`src/lmsd_pkg.sv`:
```
// Shared types, sizes and helpers for the LED matrix scan driver.
// No dependencies; every other file takes names from here, by scope or by import.
`timescale 1ns / 1ps
`default_nettype none
package lmsd_pkg;

  localparam int PANEL_WIDTH = 128;
  localparam int ROW_PAIRS   = 16;
  localparam int SUBFRAMES   = 8;

  localparam int COL_W    = $clog2(PANEL_WIDTH);
  localparam int RP_W     = $clog2(ROW_PAIRS);
  localparam int SF_W     = $clog2(SUBFRAMES);
  localparam int STORE_AW = RP_W + COL_W;
  localparam int STORE_DEPTH = 2 ** STORE_AW;

  localparam int LEVEL_W = 3;
  localparam int PIXEL_W = 3 * LEVEL_W;

  // Fold of the lower view half onto the panel
  localparam int FOLD_ROW   = 32;
  localparam int FOLD_ROW_M = 63;
  localparam int FOLD_COL_M = 127;
  localparam int POS_W      = 9;

  localparam logic [1:0] KIND_WRITE = 2'd0;
  localparam logic [1:0] KIND_CLEAR = 2'd1;
  localparam logic [1:0] KIND_SCAN  = 2'd2;

  typedef logic [STORE_AW-1:0] addr_t;
  typedef logic [PIXEL_W-1:0]  pixel_t;

  typedef struct packed {
    logic [COL_W-1:0] col;
    logic [RP_W-1:0]  rp;
    logic [SF_W-1:0]  sf;
    logic             last_col;
    logic             frame_end;
  } scan_pos_t;

  function automatic logic lit(input logic [LEVEL_W-1:0] level,
                               input logic [SF_W-1:0] k);
    logic [LEVEL_W-1:0] kx;
    kx = LEVEL_W'(k);
    return (level != '0) && (kx <= level);
  endfunction

endpackage
`default_nettype wire

```
`src/lmsd_scan_seq.sv`:
```
// Scan position sequencer: column, row pair and subframe counters.
// Depends on lmsd_pkg for sizes and the scan position struct.
`timescale 1ns / 1ps
`default_nettype none
module lmsd_scan_seq (
  input  wire logic        clk,
  input  wire logic        rst,
  input  wire logic        advance,
  output lmsd_pkg::scan_pos_t pos
);

  logic [lmsd_pkg::COL_W-1:0] col;
  logic [lmsd_pkg::RP_W-1:0]  rp;
  logic [lmsd_pkg::SF_W-1:0]  sf;
  logic last_col, last_rp, last_sf;

  assign last_col = (col == lmsd_pkg::COL_W'(lmsd_pkg::PANEL_WIDTH - 1));
  assign last_rp  = (rp == lmsd_pkg::RP_W'(lmsd_pkg::ROW_PAIRS - 1));
  assign last_sf  = (sf == lmsd_pkg::SF_W'(lmsd_pkg::SUBFRAMES - 1));

  assign pos.col       = col;
  assign pos.rp        = rp;
  assign pos.sf        = sf;
  assign pos.last_col  = last_col;
  assign pos.frame_end = last_col && last_rp && last_sf;

  always_ff @(posedge clk) begin
    if (rst) begin
      col <= '0;
      rp  <= '0;
      sf  <= '0;
    end else if (advance) begin
      if (last_col) begin
        col <= '0;
        if (last_rp) begin
          rp <= '0;
          sf <= last_sf ? '0 : sf + 1'b1;
        end else begin
          rp <= rp + 1'b1;
        end
      end else begin
        col <= col + 1'b1;
      end
    end
  end

endmodule
`default_nettype wire

```
`config.mk`:
```
export PLATFORM = sky130hd
export DESIGN_NAME = lmsd_scan_seq
export DESIGN_NICKNAME = d
export VERILOG_FILES = /design/src/lmsd_pkg.sv /design/src/lmsd_scan_seq.sv
export SDC_FILE = /design/constraint.sdc
export NUM_CORES = 1
export LEC_CHECK = 0
export BUFFER_PORTS_ARGS = -buffer_cell sky130_fd_sc_hd__buf_2
export CORE_UTILIZATION = 53
export DETAILED_ROUTE_END_ITERATION = 6
export GPL_TIMING_DRIVEN = 0
export HOLD_SLACK_MARGIN = 0.03
export PLACE_DENSITY = 0.8
export SYNTH_ARGS = -nofsm -noshare
export SYNTH_HDL_FRONTEND = slang
export SYNTH_SLANG_ARGS = --single-unit
```
`constraint.sdc`:
```
create_clock -name clk -period 3.18 [get_ports clk]
set_input_delay 0.318 -clock clk [delete_from_list [all_inputs] [get_ports clk]]
set_output_delay 0.318 -clock clk [all_outputs]
set_load 0.005 [all_outputs]
```
Word level (Yosys, flattened, before mapping)
Index checks and enable logic that the tools add are counted.

Multipliers: 0. Shift operators: 0. Mux-type cells: 3. Divide/modulo/power cells: 0. Equality and inequality tests: 3. Add/subtract/negate cells: 3. Bitwise operators: 0. Magnitude comparators: 0. Reduce and logical (&&, ||, !) cells: 4.

Operator list (number): $add 7x1->7 const B (1); $eq 7x7->1 const B (1); $mux 7 (1); $add 4x1->4 const B (1); $eq 4x4->1 const B (1); $mux 4 (1); $add 3x1->3 const B (1); $eq 3x3->1 const B (1); $mux 3 (1); $reduce_and 3->1 (1); $logic_and 1x1->1 (2); $reduce_and 2->1 (1).

Input port bits: 3. Register bits after elaboration: 14. Logic and storage cells: 16. Memories kept: 0. Memory bits (read-only): 0. Output and inout bits: 16. Bits in latches: 0. Bits in writable memories: 0.

Longest topological paths before layout
Depth after elaboration: 3. Mapped depth: 5. Depth with buffers taken out: 5.

Least setup slack after synthesis
Ideal clock, no wire load.

Path type: reg2reg. Start: reg col[0] in the netlist's numbering. End: reg sf[0] in the netlist's numbering. Required time: 3.059 ns. Arrival: 1.347 ns. Slack: 1.712 ns. Stages on the path, launching flop included: 5. Clock period less this slack: 1.468 ns. Library setup time: 0.121 ns. Path buffers: 0. Path through: dfxtp_1 ha_1 nand4_4 nor3_2 mux2_2.

Cells in the longest elaborated chain, start to end: 2.

RTL lines: from (decl) (RTL line lmsd_scan_seq.sv:12) `logic [lmsd_pkg::COL_W-1:0] col;`; from (signal assigned) (RTL line lmsd_scan_seq.sv:42) `col <= col + 1'b1;`; $eq 7x7->1 (RTL line lmsd_scan_seq.sv:17) `assign last_col = (col == lmsd_pkg::COL_W'(lmsd_pkg::PANEL_WIDTH - 1));`; $reduce_and 3->1 (no source line); to (signal assigned) (RTL line lmsd_scan_seq.sv:37) `sf <= last_sf ? '0 : sf + 1'b1;`; to (decl) (RTL line lmsd_scan_seq.sv:14) `logic [lmsd_pkg::SF_W-1:0] sf;`.

Every way passes these cells. A chain may end at the register's enable or synchronous reset.

==> results_dict.tcl <==
set metrics [dict create \
    synth-warning-count 0 \
    dp_hpwl_mm 1.10 \
    worstSetupStartpoint "col[1]$_SDFFE_PP0P_" \
    async_flop_share 0 \
    switchingPower_uw 74.6 \
    routed_via_density 5.74 \
    criticalPathCategory "reg -> out" \
    dieHeight_um 39.1 \
    power_frac_comb 0.055 \
    p_per_area_nw_per_um2 381 \
    fillerInstances 99 \
    ys_top_cells_by_count "dfxtp_1 (14), a21oi_1 (7), nand3_1 (6)" \
    synthMuxAreaShare 0.0430 \
    syn_area_per_cell_sq_um 8.77 \
    finalNetCount 112 \
    synthTopCellsByArea "dfxtp_1 (38%), ha_1 (6.9%), a21oi_1 (4.8%)" \
    reg2reg_depth 4 \
    htree_levels 1 \
    insertion_delay_ns 0.29 \
    cts_setup_buffers 0 \
    p_seq_frac 0.551 \
    fin_area_sq_um 867 \
    synth-edff-count 0 \
    reg2reg_from "col[1]$_SDFFE_PP0P_" \
    fin_cells 118 \
    finClkSkew_ns 0.0122 \
    startpoint_type "flip-flop" \
    grt_pass1_vias 593 \
    portBuffers 17 \
    gp_congestion 0.700 \
    synth.distinct_cells 28 \
    fin_setup_tns_ns 0 \
    core_area_sq_um 1190 \
    cts.clk_slew.worst_paths_ns 0.09 \
    grt_setup_unrepaired "false" \
    drt_wl_total_mm 1.56 \
    synth_top_area_share 0.385 \
    root_buffer "clkbuf_4" \
    cp-end-kind "output port" \
    period_share 0.585 \
    post-place-ws_ns 1.62 \
    status "finished clean" \
    p_leak_nw 0.388 \
    p_int_uw 256 \
    syn2layout_area_growth_pct 19.1 \
    dr.first_iter.drc_count 6 \
    critPathRequiredTime_ns 2.86 \
    tritoncts "yes" \
    min_path_type "in -> reg" \
    cts_sinks 14 \
    dr_total_vias 677 \
    cp_max_fo 6 \
    cts-resized-gates 0 \
    synth-seq-area-share 0.385 \
    numCtsBuffers 3 \
    antenna_cells 0 \
    fmax_ghz 0.537 \
    grt_max_degree 11 \
    clockBufferDepth 2 \
    hold_violations 0 \
    place_inst 114 \
    p_clk_frac 0.394 \
    rrSetupSlack_ns 1.60 \
    cp.arrival_ns 1.54 \
    endpoint "pos[0]" \
    netlist_instances 83 \
    setup_viol 0 \
    syn_area_sq_um 728 \
    synth_simple_gate_area_frac 0.302 \
    wire_per_inst_um 13.2 \
    antenna_left 0 \
    place_area_sq_um 831 \
    irDropWorstVdd_v 0.000260 \
    die_area_sq_um 1530 \
    start_util 0.614 \
    cts_hold_buf 0 \
    antenna_found_initial 0 \
    io_pins 19 \
    num_rows 12 \
    drive_gt1_frac 0.269 \
    max_slew_margin 0.697 \
    ys_ff_latch 14 \
    yosys.area_share.adder 0.0687 \
    grt_use_total 0.260 \
    period_needed_ns 1.86 \
    tightest_slew_ns 0.454 \
    grt-ovfl-total 0 \
    synth_most_common_cell "dfxtp_1" \
    sw_frac_of_total 0.226 \
    synth_compound_area_frac 0.124 \
    hold_start "rst" \
    drc 0 \
    worst_r2r_endpoint "sf[0]$_SDFFE_PP0P_" \
    setup_ws_ns 1.32 \
    synth_xor_area_frac 0.0361 \
    cap_viol_max_count 0 \
    finalPower_uw 330 \
    die_x_um 39.1 \
    firstDrtPassIters 4 \
    synth_top_family_by_area "simple AND/OR/NAND/NOR gates" \
    synth-main-ff-cell "dfxtp_1" \
    drv_slew 0 \
    syn_nets 90 \
    grt_pass1_wl_mm 2.60 \
    yosysTopAreaCell "dfxtp_1" \
]
critical path, stage by stage, from the launching register on:
cell	delay, ns
dfxtp_1	0.39
ha_1	0.31
nand3_1	0.14
nor2_1	0.16
and3_1	0.16
buf_2	0.10
how the worst min path moves through the flow:
stage,end,depth (start not counted)
global placement,sf[2]$_SDFFE_PP0P_,2
CTS,rp[3]$_SDFFE_PP0P_,2
global route,rp[3]$_SDFFE_PP0P_,2
floorplan,col[3]$_SDFFE_PP0P_,1
finish,rp[3]$_SDFFE_PP0P_,2
detailed placement,sf[1]$_SDFFE_PP0P_,2
area by class of cell:
cell class                      count  area, sq um  share of cell area
Buffer                              5         26.3              0.0303
Tap cell                           14         17.5              0.0202
Inverter                            1         3.75             0.00433
Clock buffer                        4         36.3              0.0418
Sequential cell                    14          280               0.323
Multi-Input combinational cell     63          418               0.482
Timing Repair Buffer               17         85.1              0.0981
placed cells by master (no fill, tap or decap), types with 4 or more instances in the layout:
cell type / Yosys / layout
nand2_1: 5 / 5
ha_1: 4 / 4
nor2_1: 5 / 5
buf_2: 3 / 20
a21oi_1: 7 / 7
o21ai_0: 4 / 4
dfxtp_1: 14 / 14
nand3_1: 6 / 6
and3_1: 4 / 4
power groups by stage:
stage                     combinational [mW]  sequential [mW]  clock [mW]
after CTS                             0.0185            0.182       0.133
after floorplan                       0.0109            0.186           0
after detailed placement              0.0181            0.186           0
after global routing                  0.0204            0.183       0.144
after global placement                0.0175            0.186           0
final                                 0.0182            0.182       0.130
cell families (layout without fill, tap and decap cells):
family / count (synthesis) / in the layout
compound gates: 16 / 16
buf+inv: 6 / 27
flops: 14 / 14
xor+xnor: 3 / 3
fa+ha+maj: 4 / 4
mux: 3 / 3
simple gates: 37 / 37
sequential cells by signal, indices dropped and copies added (netlist names):
register,flops
sf,3
rp,4
col,7
per-layer routing:
| metal | up-vias | GRT usage | part of all wire |
|---|---|---|---|
| li1 | 348 | - | - |
| met5 | - | 0 | 0 |
| met4 | 0 | 0.0862 | 0 |
| met2 | 17 | 0.454 | 0.52 |
| met1 | 312 | 0.286 | 0.43 |
| met3 | 0 | 0.0925 | 0.049 |
through the flow:
stage	util	hold slack, ns
2_1_floorplan	-	0.391
3_3_place_gp	0.700	0.477
3_5_place_dp	0.700	0.493
4_1_cts	0.731	0.286
5_1_grt	0.731	0.287
6_report	0.731	0.284
Note: power is estimated with default switching activity, not from simulation.
