### config.mk
export PLATFORM = sky130hd
export DESIGN_NAME = lmsd_out_stage
export DESIGN_NICKNAME = d
export VERILOG_FILES = /design/src/lmsd_pkg.sv /design/src/lmsd_out_stage.sv
export SDC_FILE = /design/constraint.sdc
export NUM_CORES = 1
export LEC_CHECK = 0
export ABC_AREA = 1
export BUFFER_PORTS_ARGS = -buffer_cell sky130_fd_sc_hd__clkbuf_2
export CAP_MARGIN = 20
export CORE_ASPECT_RATIO = 1.2
export CORE_MARGIN = 5
export CORE_UTILIZATION = 40
export DETAILED_ROUTE_END_ITERATION = 12
export GPL_TIMING_DRIVEN = 1
export PLACE_DENSITY = 0.8
export SYNTH_ARGS = -nofsm -noshare
export SYNTH_HDL_FRONTEND = slang
export SYNTH_SLANG_ARGS = --single-unit
### constraint.sdc
create_clock -name clk -period 3.85 [get_ports clk]
set_clock_uncertainty 0.15 [all_clocks]
set_input_delay 0.385 -clock clk [delete_from_list [all_inputs] [get_ports clk]]
set_output_delay 0.385 -clock clk [all_outputs]
set_load 0.01 [all_outputs]
### src/lmsd_pkg.sv
// Shared types, sizes and helpers for the LED matrix scan driver.
// No dependencies; every other file takes names from here, by scope or by import.
`timescale 1ns / 1ps
`default_nettype none
package lmsd_pkg;

  localparam int PANEL_WIDTH = 128;
  localparam int ROW_PAIRS   = 16;
  localparam int SUBFRAMES   = 8;

  localparam int COL_W    = $clog2(PANEL_WIDTH);
  localparam int RP_W     = $clog2(ROW_PAIRS);
  localparam int SF_W     = $clog2(SUBFRAMES);
  localparam int STORE_AW = RP_W + COL_W;
  localparam int STORE_DEPTH = 2 ** STORE_AW;

  localparam int LEVEL_W = 3;
  localparam int PIXEL_W = 3 * LEVEL_W;

  // Fold of the lower view half onto the panel
  localparam int FOLD_ROW   = 32;
  localparam int FOLD_ROW_M = 63;
  localparam int FOLD_COL_M = 127;
  localparam int POS_W      = 9;

  localparam logic [1:0] KIND_WRITE = 2'd0;
  localparam logic [1:0] KIND_CLEAR = 2'd1;
  localparam logic [1:0] KIND_SCAN  = 2'd2;

  typedef logic [STORE_AW-1:0] addr_t;
  typedef logic [PIXEL_W-1:0]  pixel_t;

  typedef struct packed {
    logic [COL_W-1:0] col;
    logic [RP_W-1:0]  rp;
    logic [SF_W-1:0]  sf;
    logic             last_col;
    logic             frame_end;
  } scan_pos_t;

  function automatic logic lit(input logic [LEVEL_W-1:0] level,
                               input logic [SF_W-1:0] k);
    logic [LEVEL_W-1:0] kx;
    kx = LEVEL_W'(k);
    return (level != '0) && (kx <= level);
  endfunction

endpackage
`default_nettype wire

### src/lmsd_out_stage.sv
// Read-return stage and output register: turns stored levels into panel bits.
// Depends on lmsd_pkg for the lit helper and the scan position struct.
`timescale 1ns / 1ps
`default_nettype none
module lmsd_out_stage (
  input  wire logic            clk,
  input  wire logic            rst,
  input  wire logic            issue,
  input  wire lmsd_pkg::scan_pos_t issue_pos,
  input  wire lmsd_pkg::pixel_t top_pixel,
  input  wire lmsd_pkg::pixel_t bottom_pixel,
  output logic                 hold,
  output logic                 out_valid,
  input  wire logic            out_stall,
  output logic                 top_red,
  output logic                 top_green,
  output logic                 top_blue,
  output logic                 bottom_red,
  output logic                 bottom_green,
  output logic                 bottom_blue,
  output logic                 latch_row,
  output logic [3:0]           row_address,
  output logic [2:0]           subframe,
  output logic                 frame_end
);

  localparam int LW = lmsd_pkg::LEVEL_W;

  logic                s1_valid;
  lmsd_pkg::scan_pos_t s1_pos;
  logic                out_free;

  assign out_free = !out_valid || !out_stall;
  assign hold     = s1_valid && !out_free;

  always_ff @(posedge clk) begin
    if (rst) begin
      s1_valid  <= 1'b0;
      out_valid <= 1'b0;
    end else begin
      s1_valid <= issue || (s1_valid && !out_free);
      if (out_free) begin
        out_valid <= s1_valid;
      end
    end
    if (issue) begin
      s1_pos <= issue_pos;
    end
    if (out_free && s1_valid) begin
      top_red      <= lmsd_pkg::lit(top_pixel[LW-1:0], s1_pos.sf);
      top_green    <= lmsd_pkg::lit(top_pixel[2*LW-1:LW], s1_pos.sf);
      top_blue     <= lmsd_pkg::lit(top_pixel[3*LW-1:2*LW], s1_pos.sf);
      bottom_red   <= lmsd_pkg::lit(bottom_pixel[LW-1:0], s1_pos.sf);
      bottom_green <= lmsd_pkg::lit(bottom_pixel[2*LW-1:LW], s1_pos.sf);
      bottom_blue  <= lmsd_pkg::lit(bottom_pixel[3*LW-1:2*LW], s1_pos.sf);
      latch_row    <= s1_pos.last_col;
      row_address  <= 4'(s1_pos.rp);
      subframe     <= 3'(s1_pos.sf);
      frame_end    <= s1_pos.frame_end;
    end
  end

endmodule
`default_nettype wire

# Word-level counts from Yosys, hierarchy flattened
# Cells that the tools add are included.
[word_totals] ff_bits=26 latchBits=0 ram_bits=0 rom_bits=0 inputBits=38 out_inout_bits=17 word_cells=41 n_memories=0
[op_classes] add_sub_neg=0 multipliers=0 div=0 n_lt_le_gt_ge=6 n_eq_ne=0 n_shift=0 muxes=0 bitwise=0 n_reduce_logical=19
[op_table] cell="3-bit less-or-equal comparator" n=6
[op_table] cell="3-bit nonzero test" n=6
[op_table] cell="1-bit logical AND" n=8
[op_table] cell="1-bit zero test" n=3
[op_table] cell="1-bit logical OR" n=2

# Logic depth before layout (Yosys ltp)
# Gate-level depths: netlist of the first run.
[logic_depth] word_depth=5 depth_mapped=6 ltp_nobuf=6

# Worst setup path after synthesis of the first run
# Ideal clock, no wire load.
[synth_timing] path_type="in2reg" from="input out_stall" to="register bottom_blue (enable)" setup_ps=386 arrival_ps=1154 setup_slack_ps=2160 path_stages=3 path_buffers=0 path_cell_list="nand2_1 inv_1 nor2_1"
[synth_via] elab_chain_len=3
[synth_lines] element="from (decl)" line="lmsd_out_stage.sv:14" text="input wire logic out_stall,"
[synth_lines] element="1-bit zero test" line="lmsd_out_stage.sv:33" text="assign out_free = !out_valid || !out_stall;"
[synth_lines] element="1-bit logical OR" line="lmsd_out_stage.sv:33"
[synth_lines] element="1-bit logical AND" line="lmsd_out_stage.sv:49" text="if (out_free && s1_valid) begin"
[synth_lines] element="to (signal assigned)" line="lmsd_out_stage.sv:55" text="bottom_blue <= lmsd_pkg::lit(bottom_pixel[3*LW-1:2*LW], s1_pos.sf);"
[synth_lines] element="to (decl)" line="lmsd_out_stage.sv:20" text="output logic bottom_blue,"
# Every way passes these cells.
# A chain may end at the register's enable or synchronous reset.

# Final worst setup path of the first run
[layout_timing] from="register s1_pos[4] (netlist name)" to="register top_blue, data pin"
[layout_via] elab_chain_len=2
[layout_lines] element="from (decl)" line="lmsd_out_stage.sv:30" text="lmsd_pkg::scan_pos_t s1_pos;"
[layout_lines] element="from (signal assigned)" line="lmsd_out_stage.sv:47" text="s1_pos <= issue_pos;"
[layout_lines] element="3-bit less-or-equal comparator" line="lmsd_pkg.sv:45" text="return (level != '0) && (kx <= level);"
[layout_lines] element="1-bit logical AND" line="lmsd_pkg.sv:45"
[layout_lines] element="to (signal assigned)" line="lmsd_out_stage.sv:52" text="top_blue <= lmsd_pkg::lit(top_pixel[3*LW-1:2*LW], s1_pos.sf);"
[layout_lines] element="to (decl)" line="lmsd_out_stage.sv:17" text="output logic top_blue,"
# Every way passes these cells.

==> run summary, run 1 <==
Outcome -> completed
TritonCTS Buffers -> 3
Congestion Overflow GR -> 0
Post-synthesis mux area share -> 0
GRT Total Usage -> 0.124
Worst hold slack -> 0.0793 ns
Cells on worst reg2reg path -> 4
Worst skew pair latency -> 0.32 ns
Leak Pwr -> 0.788 nW
Fin crit period -> 1.58 ns
Sink Count -> 26
Final hold vios -> 0
GP Congestion -> 0.719
Fin nets -> 217
Fmax -> 633 MHz
Post-synthesis compound-gate area fraction -> 0.0718
Largest register FFs -> 9
Largest family of logic cells by synthesized area -> adder cells
Cell Area, Synth -> 0.00129 mm²
I/O pins -> 55
Commonest non-fill, non-tap cell in the layout -> clkbuf_2
Post-synthesis sequential area ratio -> 0.590
Syn. warnings -> 0
Diode count -> 0
Critical Path RT -> 3.76 ns
Die ar. -> 0.00446 mm²
Top cells by area, synth -> edfxtp_1 56%, ha_1 17%, inv_1 6.7%
Register bit total from synthesis -> 26
Fillers -> 289
Commonest non-fill, non-tap cells in the layout -> 47 x clkbuf_2, 24 x edfxtp_1, 23 x inv_1
H-tree depth -> 1
Setup TNS -> 0 ns
Starting DRT DRC Count -> 12
CTS Root Buffer Type -> clkbuf_4
Largest registers in the final layout -> s1_pos x9, row_address x4, subframe x3
Total power -> 0.564 mW
Worst VDD drop -> 0.179 mV
Worst hold path stage count -> 1
Max-cap viol count -> 0
Synth top area share -> 0.559
Slew margin rel. -> 0.700
Post-DRT Antenna Nets -> 0
Setup violators final -> 0
Worst path slowest cell -> edfxtp_1
Simple-gate portion of the synthesized area -> 0.0961
Initial antenna violation count -> 0
DRT Pass-1 Iters -> 4
Leading area contributor after synthesis -> edfxtp_1
Mean area per synthesized cell -> 11.9 µm²
Gate Count Post-Synth -> 108
Global-route wire length before repair -> 4.11 mm
Post_cts resized -> 0
Via Count -> 966
Reg with most FFs -> s1_pos
Crit path max fanout -> 7
Clock transition at path regs -> 0.15 ns
CP Data Arrival Time -> 1.49 ns
Hold-fix buffers, CTS -> 0
FP Rows -> 22
Initial cell density of the core -> 0.418
Synth cell types -> 10
Vias per std cell -> 4.93
Setup crit end kind -> flip-flop
CP max stage delay -> 0.56 ns
Final worst-path cycle share -> 0.411
Worst path cell trace -> ha_1, nand3_1, nand2_1, a21oi_2
Core footprint -> 0.00308 mm²
RSZ-0062 raised after global routing -> false
Crit start category -> flip-flop
Synthesized-area fraction occupied by adder cells -> 0.175
Hold Crit Class -> in -> reg
Fin. max-slew vios -> 0
Routed wire length -> 2.60 mm
Worst Tran Pin Value -> 0.448 ns
Routed WL per cell -> 13.3 µm
WS Path Type -> reg -> reg
Vias in the first global route -> 1,047
Synth Area in XOR/XNOR -> 0
Buffers on Ports -> 47
Power Density -> 352 mW/mm²
Storage element area -> 761 µm²
Largest net degree at the start of global routing -> 15
Multi-input logic area -> 442 µm²
CTS tree -> yes
Share of cells above drive strength 1 -> 0.356
Chip Height -> 72.2 µm
Die X-Extent -> 61.8 µm
HPWL Detailed -> 2.24 mm
DRC -> 0
Layout area overhead -> 24.4%
Syn_nets -> 164
Post-CTS Setup Bufs -> 0
CTS max path bufs -> 2
## cells in the mapped netlist, drive strengths merged
cell type,instances
edfxtp,24
inv,23
ha,18
a21oi,14
nand3,12
nand2,8
nor3,6
dfxtp,2
nor2,1
## power by group
part           leakage, nW  switching [mW]  total, mW  internal (mW)
sequential           0.245         0.00874      0.342          0.333
clock               0.0150          0.0753      0.116         0.0404
combinational        0.528          0.0585      0.107         0.0483
## logic make-up after synthesis
family          Yosys count
simple gates             27
flops                    26
fa+ha+maj                18
compound gates           14
buf+inv                  23
## layer usage
metal	global-route usage	wire (µm)	up-vias
li1	-	-	483
met1	0.119	873	445
met2	0.232	1480	32
met3	0.0249	183	6
met4	0.0708	68	0
met5	0	0	-
## layout make-up
cell class,instances,area share
clock buffer,4,0.0164
inverter,23,0.0539
multi-input combinational,59,0.276
sequential,26,0.475
tap,36,0.0281
timing repair buffer,48,0.151
## worst max-delay path, delay by kind of cell, from the launching register on
family | cells | cell delay [ns]
adders and majority gates | 1 | 0.39
and+or+nand+nor | 2 | 0.16
AOI/OAI and AO/OA | 1 | 0.05
DFF | 1 | 0.56
## path summary, 6_finish.rpt
| kind | slack, ns | to | start |
|---|---|---|---|
| setup / recovery | 2.27 | top_blue$_DFFE_PP_ | s1_pos[4]$_DFFE_PP_ |
| hold / removal | 0.08 | s1_pos[3]$_DFFE_PP_ | issue_pos[3] |
| setup reg to reg | 2.27 | top_blue$_DFFE_PP_ | s1_pos[4]$_DFFE_PP_ |
| hold reg to reg | 0.28 | frame_end$_DFFE_PP_ | s1_pos[0]$_DFFE_PP_ |
## metrics by stage
| step | instances | area [µm²] | utilization | worst slack [ns] |
|---|---|---|---|---|
| after floorplan | 108 | 1290 | - | 2.16 |
| after global placement | 192 | 1580 | 0.511 | 2.15 |
| after detailed placement | 192 | 1580 | 0.511 | 2.13 |
| after CTS | 196 | 1600 | 0.520 | 2.26 |
| after global routing | 196 | 1600 | 0.520 | 2.18 |
| final | 196 | 1600 | 0.520 | 2.27 |
Power figures use the tool's default switching activity.
==> run 2: changes to the inputs <==
- PLACE_DENSITY: 0.8 -> 0.83
- clock period: 3.85 -> 1.4 ns (I/O delays scaled with it)
==> run summary, run 2 (synthesis results as in run 1) <==
Final instance area -> 0.00203 mm² (+27%)
Fin crit period -> 1.49 ns (-0.0948 ns)
Crit start category -> flip-flop
Max-cap viol count -> 0 (unchanged)
Largest net degree at the start of global routing -> 16 (+1)
Global-route wire length before repair -> 5.06 mm (+23%)
Cells on worst reg2reg path -> 5 (+1)
Vias in the first global route -> 1,190 (+14%)
Worst reg2reg path endpoint -> bottom_blue$_DFFE_PP_
Reg with most FFs -> s1_pos
Starting DRT DRC Count -> 18 (+6)
Congestion Overflow GR -> 0 (unchanged)
Setup violators final -> 6 (+6)
Initial antenna violation count -> 0 (unchanged)
H-tree depth -> 1 (unchanged)
Leak Pwr -> 0.913 nW (+16%)
Reg2reg start -> s1_pos[4]$_DFFE_PP_
FP Rows -> 22 (unchanged)
Slew margin rel. -> 0.815 (+0.115)
Setup ws final -> -0.0860 ns (-2.36 ns)
DRT Pass-1 Iters -> 4 (unchanged)
Crit path max fanout -> 4 (-3)
Worst path cell trace -> buf_6, ha_4, a21oi_2, nand2_2, a21oi_2
Share of cells above drive strength 1 -> 0.503 (+0.146)
Routed wire length -> 3.22 mm (+24%)
Commonest non-fill, non-tap cell in the layout -> clkbuf_2
Top cell by count, worst path -> a21oi_2
DP Worst Slack -> -0.180 ns (-2.31 ns)
Reg2Reg Setup Slack -> -0.09 ns (-2.36 ns)
TritonCTS Buffers -> 3 (unchanged)
Initial cell density of the core -> 0.418 (unchanged)
HPWL Detailed -> 2.30 mm (+2.9%)
Critical Path RT -> 1.45 ns (-2.31 ns)
CTS Root Buffer Type -> clkbuf_4
Total power -> 1.93 mW (+240%)
GP Congestion -> 0.706 (-1.7%)
Storage element area -> 762 µm² (+0.16%)
Largest registers in the final layout -> s1_pos x9, row_address x4, subframe x3
Vias per std cell -> 5.00 (+1.5%)
Post-DP Area -> 0.00160 mm² (+1.6%)
CP Data Arrival Time -> 1.54 ns (+0.05 ns)
Power Density -> 949 mW/mm² (+170%)
Failing checks -> negative hold slack, negative setup slack
Hold Crit Class -> in -> reg
Worst skew pair latency -> 0.33 ns (about the same)
Setup crit end kind -> flip-flop
Die ar. -> 0.00446 mm² (unchanged)
Final worst-path cycle share -> 1.06 (+0.651)
DRC -> 0 (unchanged)
Worst hold path stage count -> 3 (+2)
CP max stage delay -> 0.44 ns (-0.12 ns)
WS Path Type -> reg -> reg
Worst Tran Pin Value -> 0.275 ns (-0.173 ns)
Clock transition at path regs -> 0.15 ns (about the same)
Post-DRT Antenna Nets -> 0 (unchanged)
Layout area overhead -> 57.5%
Core footprint -> 0.00308 mm² (unchanged)
Sink Count -> 26 (unchanged)
Buffers on Ports -> 47 (unchanged)
Commonest non-fill, non-tap cells in the layout -> 46 x clkbuf_2, 24 x edfxtp_1, 21 x inv_1
GRT Total Usage -> 0.158 (+0.0338)
Diode count -> 0 (unchanged)
WP buf/inv -> 1 (+1)
Fin. max-slew vios -> 0 (unchanged)
Fin nets -> 240 (+11%)
Worst Hold Launch -> top_pixel[5]
Worst path slowest cell -> edfxtp_1
Worst hold slack -> -0.00821 ns (-0.0875 ns)
Hold path endpoint -> top_green$_DFFE_PP_
Die X-Extent -> 61.8 µm (unchanged)
CTS max path bufs -> 2 (unchanged)
Top delay family on crit path -> flip-flops
Fillers -> 237 (-18%)
RSZ-0062 raised after global routing -> true
Chip Height -> 72.2 µm (unchanged)
CTS tree -> yes
Fmax -> 673 MHz (+6.4%)
Via Count -> 1,096 (+13%)
Largest register FFs -> 9 (unchanged)
Routed WL per cell -> 14.7 µm (+11%)
Outcome -> finished, violations left
Multi-input logic area -> 617 µm² (+40%)
I/O pins -> 55 (unchanged)
Final hold vios -> 1 (+1)
Worst VDD drop -> 0.669 mV (+270%)
## run 2: changes by cell type in the layout (fill, tap and decap cells not counted), moves of 3 or more
cell / delta
dlygate4sd3_1: +16
ha_1: -9
ha_4: +9
nand2_1: -5
nand2_2: +5
nand3_1: -5
nand3_2: +5
a21oi_1: -4
buf_4: +4
a21oi_2: +3
buf_6: +3
## run 2: worst register-to-register path: stages (launching register included)
cell      delay [ns]
edfxtp_1        0.44
buf_6           0.17
ha_4            0.23
a21oi_2         0.17
nand2_2         0.06
a21oi_2         0.14
## run 2: timing repair
action	4_1_cts	5_1_grt
endpoints found under the setup margin	6	8
setup buffers	4	0
gates resized for setup	22	9
hold buffers	14	2
pin swaps	13	10
endpoints found under the hold margin	13	2
## run 2: stage by stage
step                      std cells  utilization  TNS (ns)
final                           219        0.658    -0.399
after global routing            219        0.658    -0.682
after CTS                       217        0.644    -0.326
after detailed placement        195        0.519    -0.952
after global placement          195        0.519    -0.493
after floorplan                 108            -   -0.0286
## run 2: worst max path at each step
stage | from | endpoint | slack, ns | depth (start not counted)
final | s1_pos[4]$_DFFE_PP_ | bottom_blue$_DFFE_PP_ | -0.09 | 5
after global placement | s1_pos[4]$_DFFE_PP_ | top_green$_DFFE_PP_ | -0.11 | 4
after CTS | s1_pos[4]$_DFFE_PP_ | bottom_blue$_DFFE_PP_ | -0.08 | 5
after detailed placement | s1_pos[4]$_DFFE_PP_ | top_blue$_DFFE_PP_ | -0.18 | 4
after floorplan | s1_pos[4]$_DFFE_PP_ | top_blue$_DFFE_PP_ | -0.01 | 4
after global routing | s1_pos[4]$_DFFE_PP_ | bottom_red$_DFFE_PP_ | -0.15 | 5
## run 2: routing by layer
metal / vias up / track usage / share of wire
li1: 531 / - / -
met1: 515 / 0.149 / 0.33
met2: 38 / 0.303 / 0.58
met3: 12 / 0.0178 / 0.054
met4: 0 / 0.0991 / 0.037
met5: - / 0 / 0
## run 2: power by group
part           switching [mW]  leakage [nW]  total [mW]  internal, mW
Combinational           0.230         0.640       0.469         0.239
Sequential             0.0170         0.245       0.933         0.916
Clock                   0.235        0.0279       0.524         0.290
## run 2: area by class of cell
cell class                 instances  share of cell area
clock inverter                     1              0.0148
tap                               36              0.0222
timing repair buffer              71               0.230
multi-input combinational         59               0.304
inverter                          23              0.0425
sequential                        26               0.375
clock buffer                       3              0.0111
